### src/design/ppmdec_pkg.sv
// Shared types, constants and channel order tables of the PPM pulse decoder.
package ppmdec_pkg;

  localparam int LEVEL_BITS = 26;
  localparam int LAST_SLOT  = 17;
  localparam int QDEPTH     = 4;
  localparam int QAW        = $clog2(QDEPTH);
  localparam int QCW        = $clog2(QDEPTH + 1);
  localparam int CFG_IDX_W  = 3;
  localparam int CFG_DATA_W = 16;

  localparam int SLOTS_DEF    = 17;
  localparam int CHANNELS_DEF = 8;
  localparam int RUN_BITS_DEF = 16;

  localparam logic [9:0] POS_MID = 10'd512;
  localparam logic [9:0] POS_MAX = 10'd1023;

  localparam logic        MODE_RST   = 1'b0;
  localparam logic [15:0] SYNC_RST   = 16'd200;
  localparam logic [15:0] OFFSET_RST = 16'd30;
  localparam logic [15:0] GAIN_RST   = 16'd3745;
  localparam logic [9:0]  SLEW_RST   = 10'd100;
  localparam logic [15:0] DECAY_RST  = 16'd26;

  typedef enum logic [CFG_IDX_W-1:0] {
    REG_DECODE_MODE  = 3'd0,
    REG_SYNC_WIDTH   = 3'd1,
    REG_WIDTH_OFFSET = 3'd2,
    REG_WIDTH_GAIN   = 3'd3,
    REG_SLEW_STEP    = 3'd4,
    REG_LEVEL_DECAY  = 3'd5
  } cfg_reg_t;

  typedef struct packed {
    logic        decode_mode;
    logic [15:0] sync_width;
    logic [15:0] width_offset;
    logic [15:0] width_gain;
    logic [9:0]  slew_step;
    logic [15:0] level_decay;
  } cfg_t;

  typedef struct packed {
    logic [QCW-1:0] count;
    logic           empty;
    logic           full;
  } q_stat_t;

  localparam logic [2:0] ORDER_A [8] = '{3'd2, 3'd1, 3'd3, 3'd0, 3'd4, 3'd5, 3'd6, 3'd7};
  localparam logic [2:0] ORDER_B [8] = '{3'd3, 3'd2, 3'd1, 3'd0, 3'd4, 3'd5, 3'd6, 3'd7};

  function automatic logic [2:0] chan_order(input logic mode, input logic [2:0] k);
    return mode ? ORDER_B[k] : ORDER_A[k];
  endfunction

endpackage

### src/design/ppmdec_front.sv
// Front end: level tracking, slicing and run length counting into pulse widths.
module ppmdec_front
  import ppmdec_pkg::*;
#(
  parameter int RUN_BITS = RUN_BITS_DEF
) (
  input  logic                clk,
  input  logic                rst,
  input  logic                sample_valid,
  output logic                sample_stall,
  input  logic signed [15:0]  sample,
  input  logic [15:0]         level_decay,
  input  q_stat_t             q_stat,
  output logic                q_push,
  output logic [RUN_BITS-1:0] q_data
);

  localparam int EW = LEVEL_BITS + 1;

  logic signed [LEVEL_BITS-1:0] level_max, level_min;
  logic signed [LEVEL_BITS-1:0] level_max_next, level_min_next;
  logic                         s1_valid;
  logic signed [15:0]           s1_sample;
  logic [RUN_BITS-1:0]          high_run, low_run;
  logic [RUN_BITS-1:0]          high_run_next, low_run_next;

  logic signed [EW-1:0] mx, mn, sq, d, lvl_sum, two_sq;
  logic                 accept, is_high;

  // one slot held back for the sample now in the slicing stage
  assign sample_stall = (QCW'(q_stat.count) + QCW'(s1_valid)) >= QCW'(QDEPTH);
  assign accept = sample_valid && !sample_stall;

  always_comb begin
    d  = $signed({{(EW-16){1'b0}}, level_decay});
    sq = $signed({{(EW-24){sample[15]}}, sample, 8'h00});
    mx = EW'(level_max) - d;
    mn = EW'(level_min) + d;
    if (mx < mn) mx = mn + EW'(256);
    if (sq > mx) mx = sq;
    else if (sq < mn) mn = sq;
    level_max_next = mx[LEVEL_BITS-1:0];
    level_min_next = mn[LEVEL_BITS-1:0];
  end

  always_ff @(posedge clk) begin
    if (rst) begin
      level_max <= '0;
      level_min <= '0;
      s1_valid  <= 1'b0;
    end else begin
      s1_valid <= accept;
      if (accept) begin
        level_max <= level_max_next;
        level_min <= level_min_next;
      end
    end
    if (accept) s1_sample <= sample;
  end

  // slice against the levels left by the same sample
  always_comb begin
    lvl_sum = EW'(level_max) + EW'(level_min);
    two_sq  = $signed({{(EW-25){s1_sample[15]}}, s1_sample, 9'h000});
    is_high = two_sq > lvl_sum;
    high_run_next = high_run;
    low_run_next  = low_run;
    q_push = 1'b0;
    q_data = '0;
    if (s1_valid) begin
      if (is_high) begin
        if (high_run != '1) high_run_next = high_run + RUN_BITS'(1);
        if (low_run != '0) begin
          q_push       = 1'b1;
          q_data       = low_run;
          low_run_next = '0;
        end
      end else begin
        if (low_run != '1) low_run_next = low_run + RUN_BITS'(1);
        if (high_run != '0) begin
          q_push        = 1'b1;
          q_data        = high_run;
          high_run_next = '0;
        end
      end
    end
  end

  always_ff @(posedge clk) begin
    if (rst) begin
      high_run <= '0;
      low_run  <= '0;
    end else begin
      high_run <= high_run_next;
      low_run  <= low_run_next;
    end
  end

endmodule

### src/design/ppmdec_queue.sv
// Short pulse width queue between front and back end.
module ppmdec_queue
  import ppmdec_pkg::*;
#(
  parameter int RUN_BITS = RUN_BITS_DEF
) (
  input  logic                clk,
  input  logic                rst,
  input  logic                push,
  input  logic [RUN_BITS-1:0] push_data,
  input  logic                pop,
  output logic [RUN_BITS-1:0] pop_data,
  output q_stat_t             stat
);

  logic [RUN_BITS-1:0] mem [QDEPTH];
  logic [QAW-1:0]      wr_ptr, rd_ptr;
  logic [QCW-1:0]      count;

  assign pop_data   = mem[rd_ptr];
  assign stat.count = count;
  assign stat.empty = (count == '0);
  assign stat.full  = (count == QCW'(QDEPTH));

  always_ff @(posedge clk) begin
    if (rst) begin
      wr_ptr <= '0;
      rd_ptr <= '0;
      count  <= '0;
    end else begin
      if (push) wr_ptr <= wr_ptr + QAW'(1);
      if (pop) rd_ptr <= rd_ptr + QAW'(1);
      case ({push, pop})
        2'b10:   count <= count + QCW'(1);
        2'b01:   count <= count - QCW'(1);
        default: count <= count;
      endcase
    end
    if (push) mem[wr_ptr] <= push_data;
  end

endmodule

### src/design/ppmdec_back.sv
// Back end: width mapping, frame slot tracking, smoothing and change reporting.
module ppmdec_back
  import ppmdec_pkg::*;
#(
  parameter int SLOTS    = SLOTS_DEF,
  parameter int CHANNELS = CHANNELS_DEF,
  parameter int RUN_BITS = RUN_BITS_DEF
) (
  input  logic                clk,
  input  logic                rst,
  input  cfg_t                cfg,
  input  q_stat_t             q_stat,
  input  logic [RUN_BITS-1:0] q_data,
  output logic                q_pop,
  output logic                result_valid,
  input  logic                result_stall,
  output logic [2:0]          channel,
  output logic [9:0]          position
);

  localparam int WW = (RUN_BITS > 16) ? RUN_BITS : 16;
  localparam int DW = WW + 1;
  localparam int PW = DW + 17;
  localparam int TW = PW + 1;
  localparam int IW = $clog2(SLOTS);
  localparam int CW = $clog2(CHANNELS);
  localparam logic signed [TW-1:0] FULL_SCALE = TW'(1024 * 256);

  logic                 adv, go;
  logic                 m_valid, c_valid;
  logic signed [PW-1:0] m_q;
  logic [WW-1:0]        m_width, c_width;
  logic [9:0]           c_v;

  logic signed [DW-1:0] diff;
  logic signed [PW-1:0] prod;
  logic signed [TW-1:0] t;
  logic [9:0]           v;

  logic          in_frame, in_frame_next;
  logic [IW-1:0] slot_index, slot_index_next;
  logic [9:0]    slot_values [SLOTS];
  logic [9:0]    reported [CHANNELS];

  logic          fr, wr_slot, hit;
  logic [IW-1:0] idx, cnt, kk;
  logic [9:0]    s_old, s_new;
  logic [10:0]   s_sum;
  logic [2:0]    ch;
  logic [CW-1:0] ch_idx;

  // whole back pipeline moves when the output register is free or taken
  assign adv   = !result_valid || !result_stall;
  assign q_pop = adv && !q_stat.empty;
  assign go    = adv && c_valid;

  always_comb begin
    diff = $signed({1'b0, WW'(q_data)}) - $signed({1'b0, WW'(cfg.width_offset)});
    prod = diff * $signed({1'b0, cfg.width_gain});
  end

  always_comb begin
    t = cfg.decode_mode ? (FULL_SCALE - TW'(m_q)) : TW'(m_q);
    if (t[TW-1]) v = '0;
    else if (t[TW-2:18] != '0) v = POS_MAX;
    else v = t[17:8];
  end

  always_ff @(posedge clk) begin
    if (rst) begin
      m_valid <= 1'b0;
      c_valid <= 1'b0;
    end else if (adv) begin
      m_valid <= q_pop;
      c_valid <= m_valid;
    end
    if (adv) begin
      m_q     <= prod;
      m_width <= WW'(q_data);
      c_v     <= v;
      c_width <= m_width;
    end
  end

  always_comb begin
    fr              = in_frame;
    idx             = slot_index;
    in_frame_next   = in_frame;
    slot_index_next = slot_index;
    wr_slot         = 1'b0;
    hit             = 1'b0;
    cnt             = idx + IW'(1);
    kk              = '0;
    ch              = '0;
    if (c_valid && !in_frame && (c_width > WW'(cfg.sync_width))) begin
      fr  = 1'b1;
      idx = '0;
      in_frame_next   = 1'b1;
      slot_index_next = '0;
    end
    s_old = slot_values[idx];
    s_sum = {1'b0, s_old} + {1'b0, c_v};
    if (s_old > c_v && (s_old - c_v) > cfg.slew_step) s_new = s_old - cfg.slew_step;
    else if (c_v > s_old && (c_v - s_old) > cfg.slew_step) s_new = s_old + cfg.slew_step;
    else s_new = s_sum[10:1];
    cnt = idx + IW'(1);
    if (c_valid && fr) begin
      if (idx >= IW'(LAST_SLOT)) begin
        in_frame_next = 1'b0;
      end else begin
        wr_slot         = 1'b1;
        slot_index_next = cnt;
        in_frame_next   = (cnt < IW'(LAST_SLOT));
        // odd slot counts from three on carry a reported channel
        if (cnt >= IW'(3) && cnt[0]) begin
          kk  = (cnt - IW'(3)) >> 1;
          ch  = chan_order(cfg.decode_mode, kk[2:0]);
          hit = (s_new != reported[CW'(ch)]);
        end
      end
    end
    ch_idx = CW'(ch);
  end

  always_ff @(posedge clk) begin
    if (rst) begin
      in_frame     <= 1'b0;
      slot_index   <= '0;
      result_valid <= 1'b0;
      for (int i = 0; i < SLOTS; i++) slot_values[i] <= '0;
      for (int i = 0; i < CHANNELS; i++) reported[i] <= POS_MID;
    end else begin
      if (go) begin
        in_frame   <= in_frame_next;
        slot_index <= slot_index_next;
        if (wr_slot) slot_values[idx] <= s_new;
        if (hit) reported[ch_idx] <= s_new;
      end
      if (adv) result_valid <= go && hit;
    end
    if (go && hit) begin
      channel  <= ch;
      position <= s_new;
    end
  end

endmodule

### src/design/ppm_audio_pulse_decoder_top.sv
// The sample that ends a run reaches result_valid through the slicing register, the
// pulse queue, the m and c registers and the output register. One sample per cycle
// unless sample_stall; the back end maps and smooths one pulse per cycle while not stalled.
// sample_stall rises only while the four entry pulse queue is backed up by result_stall.
// Reset (rst, synchronous) clears levels, runs, frame state and slots, sets reported
// positions to 512 and loads the register defaults.
module ppm_audio_pulse_decoder_top
  import ppmdec_pkg::*;
#(
  parameter int SLOTS    = SLOTS_DEF,
  parameter int CHANNELS = CHANNELS_DEF,
  parameter int RUN_BITS = RUN_BITS_DEF
) (
  input  logic                  clk,
  input  logic                  rst,
  input  logic                  sample_valid,
  output logic                  sample_stall,
  input  logic signed [15:0]    sample,
  output logic                  result_valid,
  input  logic                  result_stall,
  output logic [2:0]            channel,
  output logic [9:0]            position,
  input  logic                  cfg_write,
  input  logic [CFG_IDX_W-1:0]  cfg_index,
  input  logic [CFG_DATA_W-1:0] cfg_data
);

  cfg_t                cfg;
  q_stat_t             q_stat;
  logic                q_push, q_pop;
  logic [RUN_BITS-1:0] q_in, q_out;

  always_ff @(posedge clk) begin
    if (rst) begin
      cfg.decode_mode  <= MODE_RST;
      cfg.sync_width   <= SYNC_RST;
      cfg.width_offset <= OFFSET_RST;
      cfg.width_gain   <= GAIN_RST;
      cfg.slew_step    <= SLEW_RST;
      cfg.level_decay  <= DECAY_RST;
    end else if (cfg_write) begin
      case (cfg_index)
        REG_DECODE_MODE:  cfg.decode_mode  <= cfg_data[0];
        REG_SYNC_WIDTH:   cfg.sync_width   <= cfg_data;
        REG_WIDTH_OFFSET: cfg.width_offset <= cfg_data;
        REG_WIDTH_GAIN:   cfg.width_gain   <= cfg_data;
        REG_SLEW_STEP:    cfg.slew_step    <= cfg_data[9:0];
        REG_LEVEL_DECAY:  cfg.level_decay  <= cfg_data;
        default:          cfg <= cfg;
      endcase
    end
  end

  ppmdec_front #(.RUN_BITS(RUN_BITS)) u_front (
    .clk          (clk),
    .rst          (rst),
    .sample_valid (sample_valid),
    .sample_stall (sample_stall),
    .sample       (sample),
    .level_decay  (cfg.level_decay),
    .q_stat       (q_stat),
    .q_push       (q_push),
    .q_data       (q_in)
  );

  ppmdec_queue #(.RUN_BITS(RUN_BITS)) u_queue (
    .clk       (clk),
    .rst       (rst),
    .push      (q_push),
    .push_data (q_in),
    .pop       (q_pop),
    .pop_data  (q_out),
    .stat      (q_stat)
  );

  ppmdec_back #(
    .SLOTS    (SLOTS),
    .CHANNELS (CHANNELS),
    .RUN_BITS (RUN_BITS)
  ) u_back (
    .clk          (clk),
    .rst          (rst),
    .cfg          (cfg),
    .q_stat       (q_stat),
    .q_data       (q_out),
    .q_pop        (q_pop),
    .result_valid (result_valid),
    .result_stall (result_stall),
    .channel      (channel),
    .position     (position)
  );

  // input stall must leave room for every pulse the front end can still emit
  a_no_overflow: assert property (@(posedge clk) disable iff (rst)
    q_push |-> !q_stat.full || q_pop)
    else $error("pulse queue overflow");

  a_no_underflow: assert property (@(posedge clk) disable iff (rst)
    q_pop |-> !q_stat.empty)
    else $error("pulse queue underflow");

  a_stall_when_full: assert property (@(posedge clk) disable iff (rst)
    q_stat.full |-> sample_stall)
    else $error("sample taken with full pulse queue");

endmodule

### config.mk
export PLATFORM = sky130hd
export DESIGN_NAME = ppm_audio_pulse_decoder_top
export DESIGN_NICKNAME = d
export VERILOG_FILES = /design/src/design/ppmdec_pkg.sv /design/src/design/ppmdec_front.sv /design/src/design/ppmdec_queue.sv /design/src/design/ppmdec_back.sv /design/src/design/ppm_audio_pulse_decoder_top.sv
export SDC_FILE = /design/constraint.sdc
export NUM_CORES = 2
export LEC_CHECK = 0
export BUFFER_PORTS_ARGS = -buffer_cell sky130_fd_sc_hd__buf_4
export CORE_MARGIN = 4
export CORE_UTILIZATION = 55
export DETAILED_ROUTE_END_ITERATION = 10
export PLACE_DENSITY = 0.82
export SLEW_MARGIN = 20
export SYNTH_ARGS = -nofsm -noshare
export SYNTH_HDL_FRONTEND = slang
export SYNTH_SLANG_ARGS = --single-unit
### constraint.sdc
create_clock -name clk -period 12.9 [get_ports clk]
set_input_delay 0.645 -clock clk [delete_from_list [all_inputs] [get_ports clk]]
set_output_delay 0.645 -clock clk [all_outputs]
set_load 0.02 [all_outputs]
## After elaboration in Yosys (flattened, before gate mapping)

Memory sizes are Yosys's and may differ from the RTL's. A register that Yosys moved wholly into a read port is not among the register bits.
Cells that the tools add are included.

| cells by class | value |
|---|---|
| bitwise logic cells | 1 |
| div/mod/pow operators | 0 |
| magnitude comparators | 14 |
| shift-type cells | 0 |
| reduce and logical (&&, ||, !) cells | 34 |
| equality and inequality tests | 12 |
| $add $sub $neg | 20 |
| muxes and demuxes | 62 |
| multipliers | 1 |

Operators with widths:

| kind | count |
|---|---|
| 2-to-1 mux 16 bit | 10 |
| 2-to-1 mux 26 bit | 3 |
| 2-to-1 mux 10 bit | 5 |
| nonzero test 16 bit | 3 |
| greater-than comparator 10 bit | 4 |
| 2-to-1 mux 35 bit | 1 |
| subtractor 20 x 34 -> 35 bit, first input constant | 1 |
| multiplier 17 x 17 -> 34 bit | 1 |
| adder 16 x 1 -> 16 bit, second input constant | 2 |
| inequality test 16 bit, second input constant | 2 |
| subtractor 10 bit | 3 |
| adder 26 x 17 -> 27 bit | 1 |
| adder 26 x 26 -> 27 bit | 1 |
| adder 27 x 10 -> 27 bit, second input constant | 1 |
| greater-than comparator 24 x 27 -> 1 bit | 1 |
| greater-than comparator 25 x 27 -> 1 bit | 1 |
| < comparator 24 x 27 -> 1 bit | 1 |
| < comparator 27 bit | 1 |
| 2-to-1 mux 27 bit | 1 |
| 2-to-1 mux 3 bit | 9 |
| subtractor 26 x 17 -> 27 bit | 1 |
| 2-to-1 mux 1 bit | 26 |
| 2-to-1 mux 5 bit | 4 |
| OR reduction 10 bit | 2 |
| 32 further kinds | 59 |

| word-level totals | value |
|---|---|
| memory bits (read-only) | 48 |
| input bits | 40 |
| bits in latches | 0 |
| memories | 5 |
| logic and storage cells | 175 |
| register bits after elaboration | 281 |
| RAM bits | 314 |

Memories:

| name | depth | bits a word | read ports | clocked after memory_dff | write ports | line | RTL |
|---|---|---|---|---|---|---|---|
| u_back.slot_values | 17 | 10 | 1 | 0 | 17 | ppmdec_back.sv:42 | `logic [9:0] slot_values [SLOTS];` |
| u_back.reported | 8 | 10 | 1 | 0 | 8 | ppmdec_back.sv:43 | `logic [9:0] reported [CHANNELS];` |
| u_queue.mem | 4 | 16 | 1 | 1 | 1 | ppmdec_queue.sv:16 | `logic [RUN_BITS-1:0] mem [QDEPTH];` |
| (no name shown) | 8 | 3 | 1 | 0 | 0 | ppmdec_pkg.sv:54 | `return mode ? ORDER_B[k] : ORDER_A[k];` |
| (no name shown) | 8 | 3 | 1 | 0 | 0 | ppmdec_pkg.sv:54 |  |

## Longest topological paths before layout

An unclocked memory read counts as a cell.

| depth | value |
|---|---|
| depth in word-level cells | 22 |
| depth in mapped cells | 44 |

## By module

From an unflattened synthesis, not the netlist that was laid out.

| second synthesis, totals | value |
|---|---|
| cells, all modules | 5173 |
| area total of the unflattened synthesis | 52400.3 sq um |

Modules (own cells, without submodules):

| module | cells an instance | sequential area each (sq um) | area an instance (sq um) | instances |
|---|---|---|---|---|
| ppmdec_back | 3409 | 14864.3 | 35915.7 | 1 |
| ppmdec_front | 1353 | 2182.1 | 10697.8 | 1 |
| ppm_audio_pulse_decoder_top | 280 | 1501.4 | 3006.6 | 1 |
| ppmdec_queue | 131 | 2102.0 | 2780.2 | 1 |

## Least setup slack after synthesis

Ideal clock, no wire load.

| timing path | value |
|---|---|
| path type | reg2reg |
| start point | reg cfg[73] (netlist name) |
| end point | mem u_back.reported[1][0] (enable) |
| arrival time | 9.617 ns |
| cell stages (with the launch flop) | 39 |
| path slack | 2.876 ns |
| path through | dfxtp_1 > inv_1 > ha_1 > nand4_2 > nor3_1 > or3_4 > or4_1 > nand2_1 > buf_1 > buf_1 > clkbuf_1 > nand2_1 > nand3_1 > nand3_1 > o31ai_1 > inv_1 > fa_1 > nand2b_1 > [3 not listed] > nor2_1 > xnor2_1 > ha_1 > a211oi_1 > nand2_1 > o311ai_0 > or2_2 > clkbuf_1 > buf_1 > nor2_1 > a21oi_1 > inv_1 > xnor2_1 > nor3_1 > nand4_4 > nor2_4 > buf_2 > o41ai_1 |

RTL lines:

| element | line |
|---|---|
| end, declared | ppmdec_back.sv:43 |

==> summary.md <==
| Metric | Value |
|---|---|
| Run status | finished clean |
| Die height | 311 um |
| Hold Crit Depth | 1 |
| Die Area | 96800 um2 |
| Slew HR | 24.4% |
| CTS clk-pin slew, worst paths | 0.07 ns |
| Worst min path class | in -> reg |
| Worst EP arrival | 11.78 ns |
| Top cells by count, synth | 649 x nand2_1, 569 x edfxtp_1, 516 x inv_1 |
| CTS root buffer | clkbuf_16 |
| Hold Vio Cnt, Final | 0 |
| RSZ-0062 raised after global routing | no |
| MaxCap Viol Count | 0 |
| Post-synth top flop | edfxtp_1 |
| Via count | 39200 |
| Most frequent cell after synthesis | nand2_1 |
| Worst-Skew Late Latency | 0.67 ns |
| Synth area leaders | edfxtp_1 34%, fa_1 11%, ha_1 8.4%, dfxtp_1 7.1%, nand2_1 4.8% |
| Number of global-route vias before repair | 39300 |
| Crit path kind | reg -> reg |
| CTS Buffer Depth | 3 |
| Number of synthesized flops with an enable pin | 569 |
| Mapped cell area | 50500 um2 |
| Final WL | 136000 um |
| Yosys warns | 0 |
| GR Util All Layers | 27.7% |
| Simple-gate share of the synthesized area | 16.3% |
| Fin nets | 5818 |
| Num ports | 55 |
| Avg Cell Area, Syn | 9.96 um2 |
| Core Region | 90600 um2 |
| Critical Path Slowest Stage Cell | nor2_1 |
| Synth Register Bits | 747 |
| H-tree levels | 3 |
| Largest net degree at the start of global routing | 82 |
| TNS Setup | 0 ns |
| Hold WS | 0.219 ns |
| Cells after Synth | 5071 |
| Slew @ Worst Pin | 1.13 ns |
| Layout area overhead | 9.29% |
| Cell variety after synth | 97 |
| Final setup violation count | 0 |
| Routed Antenna Nets | 0 |
| Worst endpoint required time | 13.22 ns |
| RePlAce Congestion | 0.964 |
| Crit Path Max Fanout | 38 |
| PortBufs | 54 |
| Multiplexer share of the synthesized area | 1.91% |
| Post-route cell area | 55200 um2 |
| Number of buffers created by CTS | 79 |
| Setup Skew | 0.0392 ns |
| Max frequency | 87.3 MHz |
| Initial antenna violation count | 1 |
| Site row count | 110 |
| Post-Synth Adder-Cell Area | 19.9% |
| CTS sink cnt | 747 |
| Die W | 311 um |
| GR Overflow Total | 0 |
| Xor and xnor area share after synthesis | 3.10% |
| CTS tree | yes |
| Final Cycle Share | 88.8% |
| Starting Density | 55.8% |
| R2r setup slk | 1.44 ns |
| DRC Markers | 0 |
| Post-detail-place hpwl | 97000 um |
| CTS Hold Bufs | 0 |
| Post-DP Area | 52500 um2 |
| Ys async rst share | 0% |
| First-pass DRT Iterations | 6 |
| Register area share after synthesis | 40.9% |
| First-pass GRT wire length | 214000 um |
| Top cell type's share of synthesized area | 33.8% |
| Worst-case reg-to-reg path depth | 32 |
| Iter 0 DRT Violations | 4781 |
| Largest family of logic cells by synthesized area | adder cells |
| CP peak stage delay | 0.86 ns |
| Slew Limit Fails | 0 |
| Post-CTS repair timing setup buffer count | 0 |
| Routed len/inst | 21.2 um |
| Share of cells above drive strength 1 | 6.54% |
| Vias per cell | 6.13 |
| Synth Area in Compound Gates | 12.1% |
| Min cycle time layout | 11.46 ns |
| Post-CTS Resized | 0 |
| Area leader, netlist | edfxtp_1 |
| Worst Setup End Kind | register |
| Startpoint class of the critical path | register |
kinds of logic (layout without fill, tap and decap cells):
family,count (synthesis),after routing
multiplexers,69,69
AO/OA/AOI/OAI,906,906
AND/OR/NAND/NOR,1769,1769
buffers and inverters,772,784
XOR/XNOR,177,177
adder cells (fa/ha/maj),630,630
other,1,131
flip-flops,747,747
flip-flops by register name (all words and copies together) (netlist names), named ones only:
name and cells:
u_back.c_v 10, u_back.in_frame 1, u_queue.rd_ptr 2, u_queue.wr_ptr 2, u_front.level_max 26, u_front.s1_sample 16
u_queue.mem 64, u_back.c_valid 1, cfg 75, u_queue.count 3, u_back.m_width 16, u_back.c_width 16
u_back.reported 80, u_back.slot_index 5, u_back.position 10, u_back.result_valid 1, u_front.low_run 16, u_back.m_q 34
u_back.channel 3, u_front.high_run 16, u_front.level_min 26, u_back.slot_values 320, u_front.s1_valid 1, u_back.m_valid 1
cell usage in the layout (no fill, tap or decap), types with 21 or more instances in the layout:
cell       synthesis  final
nand2_1          649    646
edfxtp_1         569    569
inv_1            516    515
nor2_1           429    426
ha_1             341    341
a21oi_1          301    297
fa_1             289    289
dfxtp_1          178    177
nand3_1          148    148
and2_1           134    134
o21ai_0          134    132
conb_1             1    130
buf_4              6    120
xnor2_1          118    117
nor3_1            95     94
a21o_1            82     82
clkbuf_16          0     80
a221oi_1          69     69
xor2_1            57     57
and3_1            51     51
nor2b_1           45     45
nand4_1           41     41
nand2b_1          41     41
mux2i_1           40     40
nor4_1            37     36
o211ai_1          29     29
or3_1             27     27
a211oi_1          26     25
a2111oi_0         24     24
o21a_1            23     23
mux4_2            21     21
o21bai_1          21     21
cell type report:
class,count,area [um2]
Sequential cell,747,20700
Clock inverter,48,566
Inverter,519,1950
Clock buffer,97,2100
Antenna cell,1,2.50
Multi-Input combinational cell,3681,27600
Fill cell,7169,35300
Timing Repair Buffer,120,901
Tap cell,1176,1470
routing by layer:
layer / vias up / share of wire (%) / global-route usage (%)
met1: 19000 / 38 / 34.5
met5: - / 0 / 0
met3: 499 / 8.4 / 4.53
met2: 2044 / 48 / 47.1
li1: 17600 / - / -
met4: 0 / 5.7 / 13.7
worst paths after layout:
check	startpoint	endpoint
worst min register to register	u_back.m_width[4]	u_back.c_width[4]
worst max register to register	u_back.c_width[15]	u_back.reported[0][6]
worst max-delay path	u_back.c_width[15]	u_back.reported[0][6]
worst min-delay path	sample[0]	u_front.s1_sample[0]
critical path, delay by kind of cell (launching register included):
family                     cells  cell delay [ns]
adders and majority gates      4             1.36
xor gates and xnor gates       1             0.13
buffers and inverters          3             1.07
and+or+nand+nor               14             4.14
DFF                            1             0.41
AOI/OAI and AO/OA             10             3.97
through the flow:
step / setup slack, ns / util (%) / instances
floorplan: 2.88 / - / 5200
global placement: 2.24 / 58.0 / 6243
detailed placement: 1.96 / 58.0 / 6243
CTS: 1.87 / 60.9 / 6388
global route: 0.994 / 61.0 / 6389
finish: 1.44 / 61.0 / 6389
Power is not shown: default switching activity piles up to over one toggle a cycle in this logic, so the estimate is an artifact.
